### config.mk
export PLATFORM = sky130hd
export DESIGN_NAME = rrf_queue
export DESIGN_NICKNAME = d
export VERILOG_FILES = /design/src/sv/rrf_queue.sv
export SDC_FILE = /design/constraint.sdc
export NUM_CORES = 1
export LEC_CHECK = 0
export BUFFER_PORTS_ARGS = -buffer_cell sky130_fd_sc_hd__buf_2
export CORE_ASPECT_RATIO = 0.7
export CORE_MARGIN = 2
export CORE_UTILIZATION = 25
export CTS_CLUSTER_DIAMETER = 60
export DETAILED_ROUTE_END_ITERATION = 10
export GPL_TIMING_DRIVEN = 0
export PLACE_DENSITY = 0.53
export SYNTH_ARGS = -nofsm -noshare
export SYNTH_HDL_FRONTEND = slang
export SYNTH_SLANG_ARGS = --single-unit
### constraint.sdc
create_clock -name clk_i -period 2 [get_ports clk_i]
set_clock_uncertainty 0.15 [all_clocks]
set_input_delay 0.1 -clock clk_i [delete_from_list [all_inputs] [get_ports clk_i]]
set_output_delay 0.1 -clock clk_i [all_outputs]
set_load 0.02 [all_outputs]
### src/sv/rrf_queue.sv
// ---------------------------------------------------------------------------
// rrf_queue: short item queue
// Register based FIFO between the front end and the drawing back end.
// ---------------------------------------------------------------------------
module rrf_queue #(
  parameter int unsigned Width = 8,
  parameter int unsigned Depth = 2,
  localparam int unsigned PtrW = $clog2(Depth),
  localparam int unsigned CntW = $clog2(Depth + 1)
) (
  input  logic             clk_i,
  input  logic             rst_ni,
  input  logic             push_i,
  input  logic [Width-1:0] data_i,
  input  logic             pop_i,
  output logic             full_o,
  output logic             valid_o,
  output logic [Width-1:0] data_o
);

  logic [Width-1:0] slot_q [Depth];
  logic [PtrW-1:0]  wr_q, wr_d, rd_q, rd_d;
  logic [CntW-1:0]  cnt_q, cnt_d;
  logic             do_push, do_pop;

  assign full_o  = (cnt_q == CntW'(Depth));
  assign valid_o = (cnt_q != '0);
  assign data_o  = slot_q[rd_q];
  assign do_push = push_i && !full_o;
  assign do_pop  = pop_i && valid_o;

  always_comb begin
    wr_d  = wr_q;
    rd_d  = rd_q;
    cnt_d = cnt_q;
    if (do_push) begin
      wr_d = (wr_q == PtrW'(Depth - 1)) ? '0 : wr_q + PtrW'(1);
    end
    if (do_pop) begin
      rd_d = (rd_q == PtrW'(Depth - 1)) ? '0 : rd_q + PtrW'(1);
    end
    if (do_push && !do_pop) begin
      cnt_d = cnt_q + CntW'(1);
    end else if (do_pop && !do_push) begin
      cnt_d = cnt_q - CntW'(1);
    end
  end

  always_ff @(posedge clk_i or negedge rst_ni) begin
    if (!rst_ni) begin
      wr_q  <= '0;
      rd_q  <= '0;
      cnt_q <= '0;
    end else begin
      wr_q  <= wr_d;
      rd_q  <= rd_d;
      cnt_q <= cnt_d;
    end
  end

  always_ff @(posedge clk_i) begin
    if (do_push) begin
      slot_q[wr_q] <= data_i;
    end
  end

endmodule

# Word-level counts from Yosys, hierarchy flattened

Memories as Yosys holds them, arrays and structs flattened.
Cells that the tools add are included.

Add/sub/neg operators: 4
Equality and inequality tests: 1
Mux-type cells: 6
Reductions and logical operators: 9

Operators by type and width:

| kind                | count |
|---|---|
| $logic_and 1x1->1   | 4 |
| $mux 1              | 4 |
| $mux 2              | 2 |
| $reduce_bool 2->1   | 2 |
| $logic_not 1->1     | 3 |
| $add 1x1->1 const B | 2 |
| $add 2x1->2 const B | 1 |
| $eq 2x2->1 const B  | 1 |
| $sub 2x1->2 const B | 1 |

Register bits after elaboration: 4
Memory bits (writable): 16
Input port bits: 12
Output and inout port bits: 10
Logic and storage cells: 24
Memories kept: 1

Memories:

| name   | depth | width | read ports | clocked after memory_dff | write ports | line | RTL |
|---|---|---|---|---|---|---|---|
| slot_q | 2     | 8     | 1          | 0                        | 1           | 21   | `logic [Width-1:0] slot_q [Depth];` |

# Depth between registers and ports, before layout

Gate-level depths: netlist of run 1.

Depth in word-level cells: 7
Mapped depth: 7
Mapped depth without buffers: 7

# Worst setup path after synthesis of run 1

OpenSTA, ideal clock, no wires.

Path type: flip-flop to flip-flop
From: reg cnt_q[0]
To: mem slot_q[0][0] (enable)
Setup time: 0.370 ns
Arrival: 0.986 ns
Data required time: 1.480 ns
Slack: 0.494 ns
Cell stages (with the launch flop): 4
Buffers on the path: 0
Clock period less this slack: 1.506 ns
Cell sequence: dfrtp_1 -> nand2b_1 -> nand2_2 -> nor2_1

Word-level cells in the longest chain between the ends: 5

RTL lines:

| what                         | line | RTL |
|---|---|---|
| from (decl)                  | 23   | `logic [CntW-1:0] cnt_q, cnt_d;` |
| from (signal assigned)       | 57   | `cnt_q <= cnt_d;` |
| $eq 2x2->1                   | 26   | `assign full_o = (cnt_q == CntW'(Depth));` |
| $logic_not 1->1              | 29   | `assign do_push = push_i && !full_o;` |
| $logic_and 1x1->1            | 29   |  |
| $mux 1                       | 62   | `if (do_push) begin` |
| $mux 1 (not written as such) | 63   | `slot_q[wr_q] <= data_i;` |
| to (decl)                    | 21   |  |

Every way passes these cells.

# Final worst setup path of run 1

Same ends and word-level chain as after synthesis.

==> results of run 1 <==
[where the power goes]
group | total (mW) | internal, mW | switching, mW | leakage [nW]
Combinational | 0.560 | 0.235 | 0.325 | 0.228
Sequential | 0.631 | 0.584 | 0.0474 | 0.195
Clock | 0.252 | 0.136 | 0.116 | 0.0231
Total | 1.44 | 0.955 | 0.488 | 0.446
[per-layer routing]
| layer | global-route usage, % | vias up | part of all wire, % |
|---|---|---|---|
| li1 | - | 231 | - |
| met3 | 1.18 | 2 | 4.4 |
| met4 | 5.66 | 0 | 1.2 |
| met2 | 13.4 | 12 | 51 |
| met1 | 8.93 | 216 | 43 |
| met5 | 0 | - | 0 |
[worst max-delay path by stage]
stage                  start            to  cells after the start
detailed placement  cnt_q[0]  slot_q[0][7]                      3
finish              cnt_q[0]  slot_q[0][0]                      3
CTS                 cnt_q[0]  slot_q[0][3]                      3
global placement    cnt_q[0]  slot_q[0][7]                      3
floorplan           cnt_q[0]  slot_q[0][0]                      3
global route        cnt_q[0]  slot_q[0][3]                      3
[what timing repair did]
item	CTS	global route
hold endpoints to repair	22	0
setup buffers	0	0
hold buffers	11	0
[cells by family after synthesis]
group                      count (synthesis)
xor gates and xnor gates                   5
adders and majority gates                  1
buffers and inverters                      3
and+or+nand+nor                            7
muxes                                      8
DFF                                       20
[cell usage after synthesis, types with 2 or more instances]
master     n  area (um^2)
xnor2_1    3         26.3
xor2_1     2         17.5
nor2_1     2         7.51
mux2_1     8         90.1
dfrtp_1    4          100
edfxtp_1  16          480
inv_1      2         7.51
[critical path, stage by stage (launching register included)]
cell	delay [ns]
dfrtp_1	0.41
nand2b_1	0.18
nand2_2	0.09
nor2_1	0.55
[flip-flops by register name (all words and copies together), names as in the netlist]
name	cells
rd_q	1
wr_q	1
slot_q	16
cnt_q	2
[final cells by class]
cell class                      instances  area (um^2)  area share, %
Buffer                                  1         5.00          0.459
Clock buffer                            3         41.3           3.78
Clock inverter                          1         3.75          0.344
Inverter                                2         7.51          0.688
Multi-Input combinational cell         21          193           17.7
Sequential cell                        20          581           53.2
Tap cell                               36         45.0           4.13
Timing Repair Buffer                   32          215           19.7
[placed cells by master, fill, tap and decap left out, drive strengths merged, types with 2 or more instances in the layout]
| master | synthesis | final |
|---|---|---|
| xnor2 | 3 | 3 |
| nand2 | 2 | 2 |
| buf | 1 | 22 |
| mux2 | 8 | 8 |
| edfxtp | 16 | 16 |
| nor2 | 2 | 2 |
| xor2 | 2 | 2 |
| dlygate4sd3 | 0 | 11 |
| dfrtp | 4 | 4 |
| inv | 2 | 2 |
| clkbuf | 0 | 3 |
==> results_tabular.tex, run 1 <==
\begin{tabular}{lr}
\hline
Metric & Value \\
\hline
\multicolumn{2}{l}{\textbf{STA}} \\
Final sum of negative setup slack & 0 ns \\
F\_max & roughly 570 MHz \\
Slew @ Worst Pin & 0.707 ns \\
Slew headroom & a little over half \\
Smallest hold slack & $\sim$0.033 ns \\
Final Setup Violations & 0 \\
Slack of the critical path & around 0.26 ns \\
Part of the cycle the worst path needs & 87.1\% \\
Tmin final & roughly 1.7 ns \\
Final hold vios & 0 \\
Max-slew violation count & 0 \\
RSZ-0062 raised after global routing & false \\
\multicolumn{2}{l}{\textbf{GRT}} \\
Global routing usage summed across all routing layers & $\sim$8\% \\
First-pass GRT wire length & roughly 2000 um \\
Gr ovfl total & 0 \\
Initial antenna violation count & 0 \\
Number of global-route vias before repair & around 460 \\
Maximum number of pins on one net before global-route repair & 12 \\
\multicolumn{2}{l}{\textbf{Placed design}} \\
Final estimated routing congestion in global placement & between 0.7 and 0.8 \\
Post-DP Area & $\sim$940 um\^{}2 \\
Port Buffer Count & 21 \\
Number of instances in the placed design & between 100 and 150 \\
Post-place setup slack & 0.205 ns \\
HPWL reported at the end of detailed placement & roughly 900 um \\
\multicolumn{2}{l}{\textbf{Critical path}} \\
Worst r2r path cells & 3 \\
Arrival time at the worst endpoint & about 1.5 ns \\
Launch instance of the worst register-to-register path & cnt\_q[0] \\
Reg-to-reg slack, setup & around 0.26 ns \\
Crit-path max FO & 8 \\
Endpoint required time on the critical path & $\sim$1.7 ns \\
Setup crit end kind & flop \\
Startpoint type of the worst setup path & flop \\
Critical path start-end classification & flop to flop \\
Worst reg2reg path endpoint & slot\_q[0][0] \\
\multicolumn{2}{l}{\textbf{Clock tree}} \\
TritonCTS clock tree & yes \\
Register clock-pin slew on the reported worst setup and hold paths & approximately 0.070 ns \\
Clock Path Buffers & 2 \\
Number of clock sinks & 20 \\
Total number of H-tree levels & 1 \\
Number of clock buffers inserted by TritonCTS & 3 \\
Source-to-sink clock delay at the later pin of the worst-skew pair & $\sim$0.25 ns \\
Post-cts resize count & 0 \\
Buffer cell driving the clock tree root & clkbuf\_8 \\
\multicolumn{2}{l}{\textbf{Synth}} \\
Complex-gate fraction of the synthesized area & 0\% \\
Arithmetic-cell share of the synthesized area counting full adders, half adders and majority gates & about 1.6\% \\
Share of async-settable or async-resettable flops after synthesis & about a fifth \\
Fraction of the yosys area taken by sequential cells & $\sim$74\% \\
Post-Syn Nets & 57 \\
Dominant combinational cell family by area after synthesis & multiplexers \\
Yosys Warn Count & 0 \\
Synth Area in Simple Gates & under 10\% \\
Number of instances in the synthesized netlist & between 40 and 50 \\
Number of flops mapped to enable cells by yosys & 16 \\
Share of cell area taken by muxes after synthesis & about 11\% \\
Synthesis-stage register bit count & 20 \\
Synthesized area divided by synthesized cell count & between 15 and 20 um\^{}2 \\
Synth Flop Type & edfxtp\_1 \\
Post-synthesis share of cell area spent on xor and xnor gates & 5.57\% \\
Distinct cell type count after synthesis & 14 \\
Cell Area, Synth & 786 um\^{}2 \\
\multicolumn{2}{l}{\textbf{Routing}} \\
Ratio of routed vias to standard cells & just under 4 \\
DRC violation count after routing & 0 \\
Starting DRC count in detailed routing & 17 \\
Routed WL & around 1300 um \\
Vias after detailed routing & roughly 460 \\
Drt wl/cell & between 10 and 15 um \\
Number of antenna-violating nets in the routed design & 0 \\
First-pass iteration count of the detailed router & 2 \\
\multicolumn{2}{l}{\textbf{Final layout}} \\
Nets@finish & 94 \\
Finished Cell Area & roughly 0.0011 mm\^{}2 \\
Fraction of layout cells with a size suffix above 1 & between 30\% and 40\% \\
Layout Area Growth over Synthesis & 38.9\% \\
Antenna cell count & 0 \\
Non-filler instance count after layout & between 100 and 150 \\
Final core area utilization & between 30 and 40\% \\
Filler Cell Count & 278 \\
\multicolumn{2}{l}{\textbf{Floorplanning}} \\
Die outline area & about 0.0036 mm\^{}2 \\
Core region area & 0.00290 mm\^{}2 \\
Ports & 22 \\
Die Wd & 71.0 um \\
Row count & 16 \\
Initial core utilization & between 20\% and 30\% \\
Floorplan die height & slightly above 50 um \\
\multicolumn{2}{l}{\textbf{Pwr}} \\
Total design power & $\sim$1.4 mW \\
Worst vdd rail ir drop & 341 uV \\
Leakage dissipation & between 0.4 and 0.5 nW \\
Areal power density over the cells & between 1000 and 1500 mW/mm\^{}2 \\
\multicolumn{2}{l}{\textbf{Min path}} \\
Worst Hold Class & input pin to async pin \\
\multicolumn{2}{l}{\textbf{Run status}} \\
Run status & finished clean \\
\multicolumn{2}{l}{\textbf{Flow run}} \\
Max capacitance violation total & 0 \\
\hline
\end{tabular}
(Power assumes the default switching activity.)
==> run 2: changes to the inputs <==
--- a/config.mk
+++ b/config.mk
@@ -10,8 +10,10 @@
 export CORE_MARGIN = 2
 export CORE_UTILIZATION = 25
 export CTS_CLUSTER_DIAMETER = 60
+export CTS_CLUSTER_SIZE = 10
 export DETAILED_ROUTE_END_ITERATION = 10
 export GPL_TIMING_DRIVEN = 0
+export HOLD_SLACK_MARGIN = 0.15
 export PLACE_DENSITY = 0.53
 export SYNTH_ARGS = -nofsm -noshare
 export SYNTH_HDL_FRONTEND = slang
==> run 2 against run 1 <==
Net effect: combinational power about the same; sequential power about the same; first-iteration DRC count down 5.9%; non-clock buffer count up 1; routed wire length up 0.23%; via count unchanged.
==> results_tabular.tex, run 2 (synthesis gave the netlist of run 1 again) <==
\begin{tabular}{lr}
\hline
Metric & Value \\
\hline
\multicolumn{2}{l}{\textbf{Floorplanning}} \\
Core region area & 0.00290 mm\^{}2 (unchanged) \\
Initial core utilization & 27.1\% (unchanged) \\
Row count & 16 (unchanged) \\
Die Wd & 71.0 um (unchanged) \\
Die outline area & 0.00361 mm\^{}2 (unchanged) \\
Ports & 22 (unchanged) \\
Floorplan die height & 50.9 um (unchanged) \\
\multicolumn{2}{l}{\textbf{Routing}} \\
DRC violation count after routing & 0 (unchanged) \\
Ratio of routed vias to standard cells & 3.94 (-0.85\%) \\
Vias after detailed routing & 461 (unchanged) \\
Number of antenna-violating nets in the routed design & 0 (unchanged) \\
First-pass iteration count of the detailed router & 2 (unchanged) \\
Drt wl/cell & 11.1 um (-0.62\%) \\
Routed WL & 1300 um (+0.23\%) \\
Starting DRC count in detailed routing & 16 (-1) \\
\multicolumn{2}{l}{\textbf{Placed design}} \\
Final estimated routing congestion in global placement & 0.729 (unchanged) \\
Post-place setup slack & 0.205 ns (unchanged) \\
Port Buffer Count & 21 (unchanged) \\
HPWL reported at the end of detailed placement & 904 um (unchanged) \\
\multicolumn{2}{l}{\textbf{STA}} \\
Slew @ Worst Pin & 0.705 ns (-0.00105 ns) \\
Slew headroom & 52.8\% (+0.070 points) \\
Max-slew violation count & 0 (unchanged) \\
Final Setup Violations & 0 (unchanged) \\
Slack of the critical path & 0.258 ns (+0.000715 ns) \\
Part of the cycle the worst path needs & 87.1\% (about the same) \\
Final sum of negative setup slack & 0 ns (unchanged) \\
RSZ-0062 raised after global routing & false \\
Final hold vios & 0 (unchanged) \\
Tmin final & 1.74 ns (-0.000715 ns) \\
F\_max & 574 MHz (about the same) \\
\multicolumn{2}{l}{\textbf{Critical path}} \\
Launch instance of the worst register-to-register path & cnt\_q[0] \\
Critical path start-end classification & flop to flop \\
Stage delay of the slowest cell on the critical path & 0.55 ns (about the same) \\
Slowest CP cell & nor2\_1 \\
Worst reg2reg path endpoint & slot\_q[0][0] \\
Category of cells accounting for the largest share of critical-path delay & simple AND/OR/NAND/NOR gates \\
Crit-path max FO & 8 (unchanged) \\
Setup crit end kind & flop \\
Startpoint type of the worst setup path & flop \\
Endpoint required time on the critical path & 1.73 ns (about the same) \\
Reg-to-reg slack, setup & 0.26 ns (about the same) \\
Buffers \& Inverters on Critical Path & 0 (unchanged) \\
Worst r2r path cells & 3 (unchanged) \\
Arrival time at the worst endpoint & 1.48 ns (about the same) \\
Cells along the critical path & nand2b\_1 -> nand2\_2 -> nor2\_1 \\
\multicolumn{2}{l}{\textbf{Min path}} \\
Launch instance of the worst min-delay path & wr\_q \\
End point of the most critical hold path & wr\_q \\
Worst Hold Class & flop to flop \\
Worst hold path depth & 1 \\
\multicolumn{2}{l}{\textbf{GRT}} \\
Maximum number of pins on one net before global-route repair & 12 (unchanged) \\
Gr ovfl total & 0 (unchanged) \\
Global routing usage summed across all routing layers & 7.83\% (+0.043 points) \\
Initial antenna violation count & 0 (unchanged) \\
Number of global-route vias before repair & 457 (+0.44\%) \\
First-pass GRT wire length & 2030 um (+0.70\%) \\
\multicolumn{2}{l}{\textbf{Pwr}} \\
Worst vdd rail ir drop & 341 uV (about the same) \\
Combinational group share of total power & 38.9\% (about the same) \\
Fraction of power spent switching nets & 33.8\% (about the same) \\
Reg power frac & 43.7\% (about the same) \\
Leakage dissipation & 0.451 nW (+0.94\%) \\
Total design power & 1.44 mW (about the same) \\
Net Sw Power & 488 uW (about the same) \\
Areal power density over the cells & 1310 mW/mm\^{}2 (-0.83\%) \\
Fraction of power consumed by the clock network & 17.4\% (about the same) \\
Total internal power & 956 uW (+0.13\%) \\
\multicolumn{2}{l}{\textbf{Clock tree}} \\
Clock Path Buffers & 2 (unchanged) \\
Buffer cell driving the clock tree root & clkbuf\_8 \\
Source-to-sink clock delay at the later pin of the worst-skew pair & 0.25 ns (about the same) \\
Post-CTS setup buffer count & 0 (unchanged) \\
Number of clock buffers inserted by TritonCTS & 3 (unchanged) \\
Register clock-pin slew on the reported worst setup and hold paths & 0.07 ns (about the same) \\
TritonCTS clock tree & yes \\
Number of clock sinks & 20 (unchanged) \\
Total number of H-tree levels & 1 (unchanged) \\
\multicolumn{2}{l}{\textbf{Run status}} \\
Run status & finished clean \\
\multicolumn{2}{l}{\textbf{Final layout}} \\
Most frequent cells in the layout & buf\_2, edfxtp\_1, dlygate4sd3\_1 \\
Footprint of the flip-flops and latches & 581 um\^{}2 (unchanged) \\
Antenna cell count & 0 (unchanged) \\
Layout Area Growth over Synthesis & 40.1\% \\
Register with the highest flop count & slot\_q \\
Multi-input gate area in the final layout & 193 um\^{}2 (unchanged) \\
Fraction of layout cells with a size suffix above 1 & 34.6\% (-0.43 points) \\
Max reg flops & 16 (unchanged) \\
Nets@finish & 95 (+1.1\%) \\
Top flop regs & slot\_q: 16 flops, cnt\_q: 2 flops \\
Filler Cell Count & 277 (-0.36\%) \\
Commonest non-fill, non-tap cell in the layout & buf\_2 \\
\multicolumn{2}{l}{\textbf{Flow run}} \\
Max capacitance violation total & 0 (unchanged) \\
\hline
\end{tabular}
-- run 2: area by class of cell --
class,count,share of cell area (%)
Timing Repair Buffer,33,20.5
Multi-Input combinational cell,21,17.5
Clock buffer,3,3.75
Tap cell,36,4.09
Inverter,2,0.682
Buffer,1,0.455
Clock inverter,1,0.341
Sequential cell,20,52.7
-- run 2: worst max-delay path by stage --
stage	to	slack, ns	start	cells past startpoint
4_1_cts	slot_q[0][3]	0.20	cnt_q[0]	3
2_1_floorplan	slot_q[0][0]	0.49	cnt_q[0]	3
3_3_place_gp	slot_q[0][7]	0.24	cnt_q[0]	3
5_1_grt	slot_q[0][3]	0.13	cnt_q[0]	3
6_report	slot_q[0][0]	0.26	cnt_q[0]	3
3_5_place_dp	slot_q[0][7]	0.21	cnt_q[0]	3
-- run 2: power by group through the flow --
stage	registers, mW	logic, mW	clock network [mW]
after detailed placement	0.641	0.555	0
final	0.631	0.561	0.252
after floorplan	0.627	0.407	0
after CTS	0.632	0.576	0.265
after global placement	0.634	0.549	0
after global routing	0.642	0.619	0.284
-- run 2: metal layers --
layer	share of wire (%)	routed length [um]	up-vias	GRT usage, %
li1	-	-	233	-
met1	44	564	214	9.06
met2	51	658	12	13.4
met3	4.4	57	2	1.18
met4	1.3	17	0	5.66
met5	0	0	-	0
-- run 2: timing repair --
item	4_1_cts	5_1_grt
gates resized for setup	0	0
endpoints found under the hold margin	23	0
hold buffers	12	0
-- run 2: stage by stage --
step                instance area [um^2]  hold WS (ns)  std cells  utilization (%)
floorplan                            786        -0.346         44                -
global placement                     936        -0.240        101             32.2
detailed placement                   936        -0.242        101             32.2
CTS                                 1100         0.347        117             37.9
global route                        1100         0.370        117             37.9
finish                              1100         0.344        117             37.9
-- run 2: worst reg2reg max path, cell delays in order, from the launching register on --
cell and delay [ns]:
dfrtp_1 0.41, nand2b_1 0.18, nand2_2 0.09, nor2_1 0.55
