$ cat src/sv/rrf_pkg.sv
// ---------------------------------------------------------------------------
// rrf_pkg: shared types and constants of the raster rectangle fill engine
// Holds the command codes, register indexes, field widths and the struct
// types that pass between the front, the queue and the back.
// ---------------------------------------------------------------------------
package rrf_pkg;

  localparam int unsigned CoordW    = 9;
  localparam int unsigned ColorW    = 8;
  localparam int unsigned FuncW     = 3;
  localparam int unsigned CfgIdxW   = 4;
  localparam int unsigned CfgDataW  = 16;
  localparam int unsigned DefMaxDim = 256;
  localparam int unsigned DefQDepth = 2;

  localparam logic [FuncW-1:0] FUNC_CLEAR = 3'd0;
  localparam logic [FuncW-1:0] FUNC_PLOT  = 3'd1;
  localparam logic [FuncW-1:0] FUNC_VLINE = 3'd2;
  localparam logic [FuncW-1:0] FUNC_HLINE = 3'd3;
  localparam logic [FuncW-1:0] FUNC_RECT  = 3'd4;
  localparam logic [FuncW-1:0] FUNC_READ  = 3'd5;

  localparam logic [CfgIdxW-1:0] REG_CANVAS_WIDTH  = 4'd0;
  localparam logic [CfgIdxW-1:0] REG_CANVAS_HEIGHT = 4'd1;

  localparam logic [CoordW-1:0] CANVAS_RESET = 9'd1;
  localparam logic [ColorW-1:0] CLEAR_COLOR  = 8'h4F;

  typedef enum logic [1:0] {
    KIND_NONE,
    KIND_FILL,
    KIND_READ
  } kind_e;

  // control part of one classified item
  typedef struct packed {
    kind_e             kind;
    logic              err;
    logic [ColorW-1:0] color;
  } rrf_ctl_t;

  // back status seen by the top level
  typedef struct packed {
    logic idle;
    logic writing;
  } rrf_back_st_t;

endpackage

$ cat src/sv/rrf_if.sv
// ---------------------------------------------------------------------------
// rrf_if: channel interfaces of the raster rectangle fill engine
// Command channel, result channel and configuration write channel, each
// with valid, ready and payload.
// ---------------------------------------------------------------------------
interface rrf_cmd_if import rrf_pkg::*; ();
  logic              valid;
  logic              ready;
  logic [FuncW-1:0]  func;
  logic [CoordW-1:0] col_start;
  logic [CoordW-1:0] col_end;
  logic [CoordW-1:0] row_start;
  logic [CoordW-1:0] row_end;
  logic [ColorW-1:0] color;

  modport source (output valid, func, col_start, col_end, row_start, row_end, color,
                  input ready);
  modport sink   (input valid, func, col_start, col_end, row_start, row_end, color,
                  output ready);
endinterface


interface rrf_cfg_if import rrf_pkg::*; ();
  logic                valid;
  logic                ready;
  logic [CfgIdxW-1:0]  index;
  logic [CfgDataW-1:0] data;

  modport source (output valid, index, data, input ready);
  modport sink   (input valid, index, data, output ready);
endinterface

$ cat src/sv/rrf_front.sv
// ---------------------------------------------------------------------------
// rrf_front: command front end
// Holds the canvas registers, checks the coordinates of each command and
// turns it into a box to write, a pixel to read or a bare result.
// ---------------------------------------------------------------------------
module rrf_front import rrf_pkg::*; #(
  parameter int unsigned MaxDim = DefMaxDim,
  localparam int unsigned ColW  = $clog2(MaxDim),
  localparam int unsigned AddrW = $clog2(MaxDim * MaxDim),
  localparam int unsigned DimW  = $clog2(MaxDim + 1),
  localparam int unsigned CmpW  = (DimW > CoordW) ? DimW : CoordW
) (
  input  logic             clk_i,
  input  logic             rst_ni,
  rrf_cmd_if.sink          cmd_i,
  rrf_cfg_if.sink          cfg_i,
  input  logic             q_full_i,
  output logic             push_o,
  output rrf_ctl_t         ctl_o,
  output logic [ColW-1:0]  c0_o,
  output logic [ColW-1:0]  c1_o,
  output logic [ColW-1:0]  r0_o,
  output logic [ColW-1:0]  r1_o,
  output logic [AddrW-1:0] addr_o
);

  logic [CoordW-1:0] width_q, width_d;
  logic [CoordW-1:0] height_q, height_d;

  logic [CmpW-1:0] used_cols, used_rows;
  logic [CmpW-1:0] cs, ce, rs, re;
  logic            cs_ok, ce_ok, rs_ok, re_ok;
  logic [CmpW-1:0] sc0, sc1, sr0, sr1;
  logic            box_ok, empty;
  logic [ColW-1:0] r0_idx, c0_idx;

  assign cfg_i.ready = 1'b1;

  always_comb begin
    width_d  = width_q;
    height_d = height_q;
    if (cfg_i.valid) begin
      if (cfg_i.index == REG_CANVAS_WIDTH) begin
        width_d = cfg_i.data[CoordW-1:0];
      end else if (cfg_i.index == REG_CANVAS_HEIGHT) begin
        height_d = cfg_i.data[CoordW-1:0];
      end
    end
  end

  always_ff @(posedge clk_i or negedge rst_ni) begin
    if (!rst_ni) begin
      width_q  <= CANVAS_RESET;
      height_q <= CANVAS_RESET;
    end else begin
      width_q  <= width_d;
      height_q <= height_d;
    end
  end

  // canvas sizes above the store are taken as the store size
  assign used_cols = (CmpW'(width_q) > CmpW'(MaxDim)) ? CmpW'(MaxDim) : CmpW'(width_q);
  assign used_rows = (CmpW'(height_q) > CmpW'(MaxDim)) ? CmpW'(MaxDim) : CmpW'(height_q);

  assign cs = CmpW'(cmd_i.col_start);
  assign ce = CmpW'(cmd_i.col_end);
  assign rs = CmpW'(cmd_i.row_start);
  assign re = CmpW'(cmd_i.row_end);

  assign cs_ok = (cs != '0) && (cs <= used_cols);
  assign ce_ok = (ce != '0) && (ce <= used_cols);
  assign rs_ok = (rs != '0) && (rs <= used_rows);
  assign re_ok = (re != '0) && (re <= used_rows);

  always_comb begin
    ctl_o.kind  = KIND_NONE;
    ctl_o.err   = 1'b0;
    ctl_o.color = cmd_i.color;
    box_ok      = 1'b0;
    sc0         = cs;
    sc1         = cs;
    sr0         = rs;
    sr1         = rs;
    case (cmd_i.func)
      FUNC_CLEAR: begin
        box_ok      = (used_cols != '0) && (used_rows != '0);
        ctl_o.color = CLEAR_COLOR;
        sc0         = CmpW'(1);
        sc1         = used_cols;
        sr0         = CmpW'(1);
        sr1         = used_rows;
      end
      FUNC_PLOT: begin
        box_ok = cs_ok && rs_ok;
      end
      FUNC_VLINE: begin
        box_ok = cs_ok && rs_ok && re_ok;
        sr1    = re;
      end
      FUNC_HLINE: begin
        box_ok = cs_ok && ce_ok && rs_ok;
        sc1    = ce;
      end
      FUNC_RECT: begin
        box_ok = cs_ok && ce_ok && rs_ok && re_ok;
        sc1    = ce;
        sr1    = re;
      end
      FUNC_READ: begin
        if (cs_ok && rs_ok) begin
          ctl_o.kind = KIND_READ;
        end else begin
          ctl_o.err = 1'b1;
        end
      end
      default: begin
        ctl_o.kind = KIND_NONE;
      end
    endcase
    empty = (sc0 > sc1) || (sr0 > sr1);
    if (cmd_i.func == FUNC_PLOT || cmd_i.func == FUNC_VLINE ||
        cmd_i.func == FUNC_HLINE || cmd_i.func == FUNC_RECT) begin
      ctl_o.err = !box_ok;
    end
    if (box_ok && !empty) begin
      ctl_o.kind = KIND_FILL;
    end
  end

  // 0-based indexes and the store address of the first pixel
  assign c0_idx = ColW'(sc0 - CmpW'(1));
  assign r0_idx = ColW'(sr0 - CmpW'(1));
  assign c0_o   = c0_idx;
  assign c1_o   = ColW'(sc1 - CmpW'(1));
  assign r0_o   = r0_idx;
  assign r1_o   = ColW'(sr1 - CmpW'(1));
  assign addr_o = AddrW'(r0_idx) * AddrW'(MaxDim) + AddrW'(c0_idx);

  assign cmd_i.ready = !q_full_i;
  assign push_o      = cmd_i.valid && !q_full_i;

endmodule

$ cat src/flat_wrapper.sv
// flat-port wrapper written by rule: the top's interface ports become plain ports
module rrf_front_flat import rrf_pkg::*;
#(
  parameter int unsigned MaxDim = DefMaxDim,
  localparam int unsigned ColW  = $clog2(MaxDim),
  localparam int unsigned AddrW = $clog2(MaxDim * MaxDim),
  localparam int unsigned DimW  = $clog2(MaxDim + 1),
  localparam int unsigned CmpW  = (DimW > CoordW) ? DimW : CoordW
)
  (clk_i, rst_ni, q_full_i, push_o, ctl_o, c0_o, c1_o, r0_o, r1_o, addr_o, cmd_i_valid, cmd_i_func, cmd_i_col_start, cmd_i_col_end, cmd_i_row_start, cmd_i_row_end, cmd_i_color, cmd_i_ready, cfg_i_valid, cfg_i_index, cfg_i_data, cfg_i_ready);
  rrf_cmd_if cmd_i_i ();
  rrf_cfg_if cfg_i_i ();
  input  logic clk_i;
  input  logic rst_ni;
  input  logic q_full_i;
  output logic push_o;
  output rrf_ctl_t ctl_o;
  output logic [ColW-1:0] c0_o;
  output logic [ColW-1:0] c1_o;
  output logic [ColW-1:0] r0_o;
  output logic [ColW-1:0] r1_o;
  output logic [AddrW-1:0] addr_o;
  input wire logic [$bits(cmd_i_i.valid)-1:0] cmd_i_valid;
  input wire logic [$bits(cmd_i_i.func)-1:0] cmd_i_func;
  input wire logic [$bits(cmd_i_i.col_start)-1:0] cmd_i_col_start;
  input wire logic [$bits(cmd_i_i.col_end)-1:0] cmd_i_col_end;
  input wire logic [$bits(cmd_i_i.row_start)-1:0] cmd_i_row_start;
  input wire logic [$bits(cmd_i_i.row_end)-1:0] cmd_i_row_end;
  input wire logic [$bits(cmd_i_i.color)-1:0] cmd_i_color;
  output wire logic [$bits(cmd_i_i.ready)-1:0] cmd_i_ready;
  input wire logic [$bits(cfg_i_i.valid)-1:0] cfg_i_valid;
  input wire logic [$bits(cfg_i_i.index)-1:0] cfg_i_index;
  input wire logic [$bits(cfg_i_i.data)-1:0] cfg_i_data;
  output wire logic [$bits(cfg_i_i.ready)-1:0] cfg_i_ready;
  assign cmd_i_i.valid = cmd_i_valid;
  assign cmd_i_i.func = cmd_i_func;
  assign cmd_i_i.col_start = cmd_i_col_start;
  assign cmd_i_i.col_end = cmd_i_col_end;
  assign cmd_i_i.row_start = cmd_i_row_start;
  assign cmd_i_i.row_end = cmd_i_row_end;
  assign cmd_i_i.color = cmd_i_color;
  assign cmd_i_ready = cmd_i_i.ready;
  assign cfg_i_i.valid = cfg_i_valid;
  assign cfg_i_i.index = cfg_i_index;
  assign cfg_i_i.data = cfg_i_data;
  assign cfg_i_ready = cfg_i_i.ready;
  rrf_front #(.MaxDim(MaxDim)) u_core (.clk_i(clk_i), .rst_ni(rst_ni), .cmd_i(cmd_i_i), .cfg_i(cfg_i_i), .q_full_i(q_full_i), .push_o(push_o), .ctl_o(ctl_o), .c0_o(c0_o), .c1_o(c1_o), .r0_o(r0_o), .r1_o(r1_o), .addr_o(addr_o));
endmodule
$ cat config.mk
export PLATFORM = sky130hd
export DESIGN_NAME = rrf_front_flat
export DESIGN_NICKNAME = d
export VERILOG_FILES = /design/src/sv/rrf_pkg.sv /design/src/sv/rrf_if.sv /design/src/sv/rrf_front.sv /design/src/flat_wrapper.sv
export SDC_FILE = /design/constraint.sdc
export NUM_CORES = 1
export LEC_CHECK = 0
export BUFFER_PORTS_ARGS = -buffer_cell sky130_fd_sc_hd__buf_2
export CORE_ASPECT_RATIO = 1.25
export CORE_MARGIN = 10
export CORE_UTILIZATION = 30
export DETAILED_ROUTE_END_ITERATION = 10
export GPL_TIMING_DRIVEN = 0
export PLACE_DENSITY = 0.52
export SKIP_LAST_GASP = 1
export SLEW_MARGIN = 20
export SYNTH_ARGS = -nofsm -noshare
export SYNTH_HDL_FRONTEND = slang
export SYNTH_SLANG_ARGS = --single-unit
$ cat constraint.sdc
create_clock -name clk_i -period 9.94 [get_ports clk_i]
set_clock_uncertainty 0.15 [all_clocks]
set_input_delay 1.988 -clock clk_i [delete_from_list [all_inputs] [get_ports clk_i]]
set_output_delay 1.988 -clock clk_i [all_outputs]
set_load 0.03 [all_outputs]
Word-level counts from Yosys, hierarchy flattened --
Cells that the tools add are included. Widths: inputs -> output; s select.
Word-level totals: flip-flop bits (word level) 18, logic and storage cells 67, output and inout bits 62
Operators by class: eq/ne operators 6, reduce and logical (&&, ||, !) cells 31, $add $sub $neg 5, bitwise logic cells 1, order comparisons 8, muxes and demuxes 14
Operators with widths (number):
- $reduce_bool 9->1 | 6
- $le 9x9->1 | 4
- $mux 9 | 4
- $pmux 9 s2 | 2
- $sub 8x1->8 const B | 4
- $gt 9x9->1 | 2
- $gt 9x9->1 const B | 2
- $add 16x8->16 | 1
- $logic_and 1x1->1 | 12
- $mux 8 | 1
- $eq 3x2->1 const B | 2
- $eq 3x3->1 const B | 2
- $mux 2 | 3
- $pmux 1 s5 | 1
- $eq 4x1->1 const B | 1
- $logic_not 4->1 | 1
- $logic_or 1x1->1 | 4
- $reduce_or 2->1 | 2
- $eq 3x1->1 const B | 1
- $logic_not 1->1 | 3
- $logic_not 3->1 | 1
- $mux 1 | 3
- $reduce_and 3->1 | 1
- $reduce_and 2->1 | 1
- $not 1->1 | 1

Depth between registers and ports, before layout --
Gate-level depths: netlist of the first run.
depth after elaboration 10, gate-level depth with buffers 13, gate-level depth less buffers 12

Worst setup path after synthesis of the first run --
Ideal clock, no wire load.
path kind input to output, start input cmd_i_func[0], end output ctl_o[9] in the netlist's numbering, data arrival time 4.830 ns, buffers on the path 1, data required time 7.802 ns, cell stages on the path 10, setup slack 2.972 ns, cell sequence buf_6 nor3_4 nor2_4 a222oi_1 inv_1 ha_1 nand3_1 nor3_1 o211ai_1 a21oi_1
RTL lines:
- start, declared | line flat_wrapper.sv:24 | input wire logic [$bits(cmd_i_i.func)-1:0] cmd_i_func;
- end, declared | line flat_wrapper.sv:17 | output rrf_ctl_t ctl_o;

==> impl_metrics.csv, run 1 <==
group,metric,value,unit
outcome,status,"complete, no violations",
floorplan,placementRows,42,
routing,viasPerCell,5.24,
floorplan,fp.dieW,113,um
clocking,post_cts_buffers,0,
global_route,grt_pass1_vias,3592,
setup_path,cp-start-kind,"primary input",
place,finalWeightedCongestion,0.868,
setup_path,worstReg2RegEnd,"u_core.width_q[8]",
clocking,cts_tree,"yes",
cells_and_area,design_area,0.00412,mm2
setup_path,endpoint_kind,"primary output",
setup_path,critPathKind,"in2out",
power_and_ir_drop,p_per_area,129,mW/mm2
sta,finalMaxSlewViolations,0,
clocking,clockBufferDepth,2,
sta,maxSlewHeadroom,33.4,%
yosys,syn_area,0.00324,mm2
cells_and_area,antenna_cells,0,
yosys,synthesis.nets,534,
sta,rsz0062_at_grt,"no",
place,port_buffers,125,
yosys,synth_cell_types,51,
sta,worst_pin_slew,0.991,ns
yosys,ys_seq_elements,18,
cells_and_area,num-nets-final,664,
sta,finalSetupViolations,0,
place,dpl_cell_area,0.00403,mm2
worst_hold_path,hold_end,"u_core.height_q[1]",
global_route,grt_pass1_wl,17.9,mm
sta,fmax,132,MHz
floorplan,coreArea,0.0106,mm2
clocking,root_buffer,"clkbuf_16",
yosys,yosys-top-cells-area,"ha_1 (22%), dfrtp_1 (12%), mux2_2 (5.9%)",
worst_hold_path,hold_start,"u_core.height_q[1]",
clocking,hold_buffers,0,
sta,fin_crit,7.59,ns
power_and_ir_drop,vdd_drop_max,47.0,uV
routing,drtIter0Drc,168,
global_route,antenna_found_initial,0,
global_route,grt_max_degree,19,
sta,finalSetupTns,0,ns
clocking,cts.sinks,18,
routing,detail_route.first_pass.iterations,5,
floorplan,die-area,0.0154,mm2
clocking,numCtsBuffers,3,
clocking,clk_latency,0.25,ns
routing,num_vias,3484,
sta,hold_viol_final,0,
setup_path,regToRegStartpoint,"u_core.width_q[8]",
floorplan,pin_count,134,
routing,antenna_left,0,
setup_path,cp_cell_sequence,"buf_2 > buf_6 > nor3_4 > nor2_4 > a222oi_1 > ha_1 > a21o_1 > a2111oi_0 > o31ai_1 > a21oi_1 > o211ai_1 > a21oi_1 > buf_2",
routing,drc_errors,0,
setup_path,crit_path_max_incr_delay,0.69,ns
setup_path,critical_path_required,7.80,ns
yosys,synth_ff_type,"dfrtp_1",
routing,avgRoutedWirePerCell,17.1,um
clocking,h-tree-depth,1,
clocking,cts-resized-gates,0,
yosys,synth_async_sr_flop_share,100,%
setup_path,arrival,5.45,ns
clocking,path_clk_slew,0.05,ns
yosys,synth.yosys.seq_area_share,14.0,%
setup_path,reg2regPathDepth,2,
cells_and_area,drive_gt1_share,32.6,%
worst_hold_path,hold-path-cell-count,1,
power_and_ir_drop,p_leak,2.02,nW
floorplan,start_util,30.6,%
global_route,grt_usage,14.0,%
setup_path,worstPathMaxFanout,10,
cells_and_area,syn2layout_area_growth,27.2,%
setup_path,crit_slowest_cell,"a222oi_1",
global_route,grt_overflow,0,
run,drv_cap,0,
yosys,syn_inst,404,
yosys,yosysTopAreaCell,"ha_1",
setup_path,reg2reg_slack,8.70,ns
routing,drt_wl_total,11.4,mm
yosys,ys.warnings.count,0,
sta,hold_ws,0.438,ns
place,dp_hpwl,10.1,mm
floorplan,die_h,136,um
yosys,synth_edf_count,0,
yosys,synth_top_area_share,22.4,%
worst_hold_path,hold_path_class,"reg2reg",
yosys,post_synth.cell_area_avg,8.01,um2
sta,period_share,76.4,%
-- cells in the mapped netlist, types with 3 or more instances --
cell type,count
xnor2_1,11
or3_1,5
nand3b_1,3
nor3_1,13
nand3_1,15
a21oi_1,19
o21a_1,4
buf_4,18
nand2_1,41
a22oi_1,4
nor4_1,5
mux2_2,17
a21o_1,8
nor2b_1,6
dfrtp_1,16
o21ai_0,10
nand4_1,10
a222oi_1,13
clkbuf_1,4
xor2_1,14
and3_1,3
inv_1,18
nor2_1,30
ha_1,58
nand2b_1,8
and2_1,18
-- layout make-up --
cell class | count | area [um2]
Fill cell | 1128 | 6450
Multi-Input combinational cell | 342 | 2540
Timing Repair Buffer | 125 | 626
Sequential cell | 18 | 453
Buffer | 24 | 166
Tap cell | 132 | 165
Clock buffer | 4 | 88.8
Inverter | 20 | 75.1
-- worst max-delay path by stage --
stage | from | endpoint | slack (ns) | depth (start not counted)
floorplan | cmd_i_func[0] | ctl_o[9] | 2.97 | 10
global placement | cmd_i_func[0] | ctl_o[9] | 2.37 | 13
detailed placement | cmd_i_func[0] | ctl_o[9] | 2.41 | 13
CTS | cmd_i_func[0] | ctl_o[9] | 2.38 | 13
global route | cmd_i_func[0] | ctl_o[9] | 2.02 | 14
finish | cmd_i_func[0] | ctl_o[9] | 2.35 | 13
-- flip-flops by register name (all words and copies together) (netlist names) --
register	count
u_core.width_q	9
u_core.height_q	9
-- stage by stage --
step	total power [mW]	util (%)	setup slack (ns)	cells
after floorplan	0.340	-	2.97	404
after global placement	0.437	38.1	2.37	661
after detailed placement	0.444	38.1	2.41	661
after CTS	0.533	39.0	2.38	665
after global routing	0.574	39.0	2.02	665
final	0.529	39.0	2.35	665
-- cell families after synthesis --
family	Yosys count	synth area share [%]
buf+inv	44	7.46
xor+xnor	25	6.77
mux	17	5.92
other cells	1	0.116
fa+ha+maj	58	22.4
simple gates	165	26.5
flops	18	14.0
compound gates	76	16.8
-- routing by layer --
layer	GRT usage [%]	part of all wire [%]	up-vias	wire length, um
met2	27.0	53	111	6040
met5	0	0	-	0
met1	14.9	38	1621	4350
met3	2.95	7.0	17	803
li1	-	-	1735	-
met4	3.95	1.9	0	211
-- report_power, final --
part	leakage [nW]	switching (mW)	internal [mW]
combinational	1.76	0.197	0.127
clock	0.0442	0.0262	0.0612
sequential	0.217	0.0251	0.0920
-- worst max-delay path: cells and delay by family --
family / cells / cell delay [ns]
AO/OA/AOI/OAI: 7 / 1.94
buffers and inverters: 3 / 0.51
AND/OR/NAND/NOR: 2 / 0.62
adder cells (fa/ha/maj): 1 / 0.38
-- placed cells by master (no fill, tap or decap), types with 4 or more instances in the layout --
cell type  netlist  routed
a21o_1           8       8
a21oi_1         19      19
a222oi_1        13      13
a22oi_1          4       4
and2_1          18      18
buf_2            1     126
buf_4           18      18
clkbuf_1         4       4
dfrtp_1         16      16
ha_1            58      58
inv_1           18      18
mux2_2          17      17
nand2_1         41      41
nand2b_1         8       8
nand3_1         15      15
nand4_1         10      10
nor2_1          30      30
nor2b_1          6       6
nor3_1          13      13
nor4_1           5       5
o21a_1           4       4
o21ai_0         10      10
or3_1            5       5
xnor2_1         11      11
xor2_1          14      14
No activity file was read; power rests on OpenSTA's default activity.
==> inputs of run 2 (changes only) <==
Settings changed: ABC_AREA set to 1, PLACE_DENSITY 0.52 to 0.51.
Clock period 9.94 ns to 7.6 ns, I/O delays scaled along.
==> run 2 against run 1 <==
Net effect:
- sequential share of layout area down 1.3 points
- non-clock buffer count is 2 higher
- via count increased by 17%
- clock-buffer cell count is 1 lower
- cell count increased by 32%
- sequential power rose by 21%
- largest power group unchanged
- routed wire length grew 8.7%
- area after synthesis up 16%
- synthesized cell count up 45%
- clock power grew 19%
- combinational power increased by 47%
- register-to-register slack got worse by 2.0 ns
- critical path type unchanged
==> impl_metrics.csv, run 2 <==
group,metric,value,unit
setup_path,arrival,4.11,ns
setup_path,critical_path_required,5.93,ns
power_and_ir_drop,p_leak,2.58,nW
sta,setup_ws,1.82,ns
outcome,status,"complete, no violations",
setup_path,crit_slowest_cell,"clkbuf_1",
yosys,synth_edf_count,0,
yosys,post_synth.cell_area_avg,6.42,um2
place,finalWeightedCongestion,0.851,
clocking,cts.sinks,18,
sta,maxSlewHeadroom,66.5,%
yosys,synth_async_sr_flop_share,100,%
yosys,syn_inst,587,
floorplan,fp.dieW,120,um
power_and_ir_drop,pwr-share-seq,19.4,%
clocking,path_clk_slew,0.05,ns
place,detailedPlace.worstSlack,1.76,ns
global_route,grt-busiest-layer,"met2",
power_and_ir_drop,switching_share,50.9,%
global_route,met1_usage,16.1,%
setup_path,reg2regPathDepth,2,
routing,num_vias,4083,
floorplan,start_util,30.8,%
yosys,synth_ff_type,"dfrtp_1",
global_route,use_met3,2.40,%
sta,hold_ws,0.360,ns
yosys,yosysTopAreaCell,"ha_1",
routing,drtIter0Drc,148,
power_and_ir_drop,combPwrFrac,66.2,%
place,port_buffers,124,
cells_and_area,final_common_cell,"nand2_1",
yosys,yosys-top-cells-area,"ha_1 (19%), nand2_1 (14%), dfrtp_1 (11%)",
floorplan,placementRows,45,
global_route,grt_max_degree,19,
clocking,h-tree-depth,1,
cells_and_area,fin_cells,878,
cells_and_area,top_regs,"u_core.height_q (9), u_core.width_q (9)",
global_route,antenna_found_initial,0,
power_and_ir_drop,p_clk_share,14.4,%
yosys,synth.yosys.seq_area_share,12.0,%
sta,period_share,76.1,%
yosys,synthesis.nets,717,
routing,detail_route.first_pass.iterations,4,
sta,worst_pin_slew,0.502,ns
setup_path,endpoint_kind,"primary output",
routing,drc_errors,0,
setup_path,path_depth,13,
setup_path,worstPathMaxFanout,10,
sta,fin_crit,5.78,ns
clocking,numCtsBuffers,3,
worst_hold_path,hold_path_class,"reg2reg",
power_and_ir_drop,vdd_drop_max,145,uV
clocking,post_cts_buffers,0,
sta,hold_viol_final,0,
sta,finalSetupViolations,0,
floorplan,die-area,0.0175,mm2
setup_path,crit_path_max_incr_delay,0.43,ns
power_and_ir_drop,p_per_area,155,mW/mm2
sta,rsz0062_at_grt,"no",
power_and_ir_drop,power_switching,0.368,mW
floorplan,coreArea,0.0122,mm2
setup_path,cp_cell_sequence,"buf_2 > nor2_4 > nand2_4 > inv_6 > buf_2 > clkbuf_1 > nor2_1 > ha_1 > nand2_1 > o41ai_1 > nand2_1 > nor2_1 > buf_2",
worst_hold_path,hold-path-cell-count,2,
clocking,cts-resized-gates,0,
setup_path,cp-start-kind,"primary input",
global_route,grt_overflow,0,
clocking,root_buffer,"clkbuf_16",
setup_path,critPathLaunch,"cmd_i_func[0]",
setup_path,crit_buf_inv,5,
setup_path,critPathKind,"in2out",
cells_and_area,num-nets-final,846,
place,dp_hpwl,10.9,mm
power_and_ir_drop,fin_total_pwr,0.724,mW
yosys,ys_seq_elements,18,
setup_path,reg2reg_slack,6.68,ns
floorplan,pin_count,134,
sta,fmax,173,MHz
global_route,grt_pass1_wl,20.6,mm
setup_path,path_delay_family,"buffers and inverters",
yosys,syn_area,0.00377,mm2
worst_hold_path,hold_start,"u_core.height_q[0]",
floorplan,die_h,145,um
cells_and_area,layout_common_cells,"nand2_1 (145), buf_2 (125), inv_1 (72)",
sta,finalSetupTns,0,ns
yosys,synth_top_area_share,19.3,%
cells_and_area,design_area,0.00467,mm2
cells_and_area,antenna_cells,0,
setup_path,crit_top_cell,"buf_2",
cells_and_area,final_util,38.2,%
clocking,clk_latency,0.25,ns
cells_and_area,syn2layout_area_growth,23.9,%
routing,viasPerCell,4.65,
power_and_ir_drop,internal_power,0.355,mW
cells_and_area,nFillCells,1336,
yosys,ys.warnings.count,0,
place,placed_cells,875,
clocking,hold_buffers,0,
setup_path,regToRegStartpoint,"u_core.width_q[0]",
clocking,cts_tree,"yes",
clocking,clockBufferDepth,2,
sta,finalMaxSlewViolations,0,
routing,avgRoutedWirePerCell,14.1,um
place,dpl_cell_area,0.00459,mm2
global_route,grt_pass1_vias,4271,
run,drv_cap,0,
global_route,grt_use_met2,25.9,%
routing,antenna_left,0,
cells_and_area,drive_gt1_share,28.6,%
yosys,synth_cell_types,47,
yosys,yosysMostFrequentCell,"nand2_1",
routing,drt_wl_total,12.4,mm
yosys,synthTopCellsByCount,"nand2_1 (145), inv_1 (72), nor2_1 (68), ha_1 (58), o21ai_0 (31)",
global_route,grt_usage,13.8,%
## run 2: path summary, 6_finish.rpt
path                                 endpoint
setup reg to reg            u_core.width_q[0]
min in group asynchronous  u_core.height_q[3]
hold reg to reg            u_core.height_q[0]
setup / recovery                     ctl_o[9]
max in group asynchronous  u_core.height_q[0]
hold / removal             u_core.height_q[0]
## run 2: cell type report
class	count	area [um2]	share of cell area, %
multi-input combinational	460	2800	59.9
timing repair buffer	124	621	13.3
sequential	18	453	9.70
inverter	82	313	6.70
buffer	27	208	4.45
tap	164	205	4.39
clock buffer	3	75.1	1.61
## run 2: routing by layer
metal	wire length [um]	vias up
met5	0	-
met4	52	0
met3	765	5
met2	6420	85
met1	5160	1845
li1	-	2148
## run 2: cells by family after synthesis
group | Yosys count | synth area share, %
AO/OA/AOI/OAI | 87 | 14.8
XOR/XNOR | 20 | 4.65
adder cells (fa/ha/maj) | 58 | 19.3
buffers and inverters | 109 | 13.8
flip-flops | 18 | 12.0
other | 1 | 0.0995
AND/OR/NAND/NOR | 294 | 35.3
## run 2: power by group through the flow
stage	clock network (mW)	registers, mW	logic, mW
6_report	0.104	0.141	0.479
4_1_cts	0.103	0.140	0.486
5_1_grt	0.106	0.145	0.547
3_5_place_dp	0	0.142	0.484
2_1_floorplan	0	0.134	0.351
3_3_place_gp	0	0.141	0.475
## run 2: tightest hold or removal path, delay by kind of cell (launching register included)
kind / cells / cell delay [ns]
AO/OA/AOI/OAI: 1 / 0.07
flip-flops: 1 / 0.37
AND/OR/NAND/NOR: 1 / 0.05
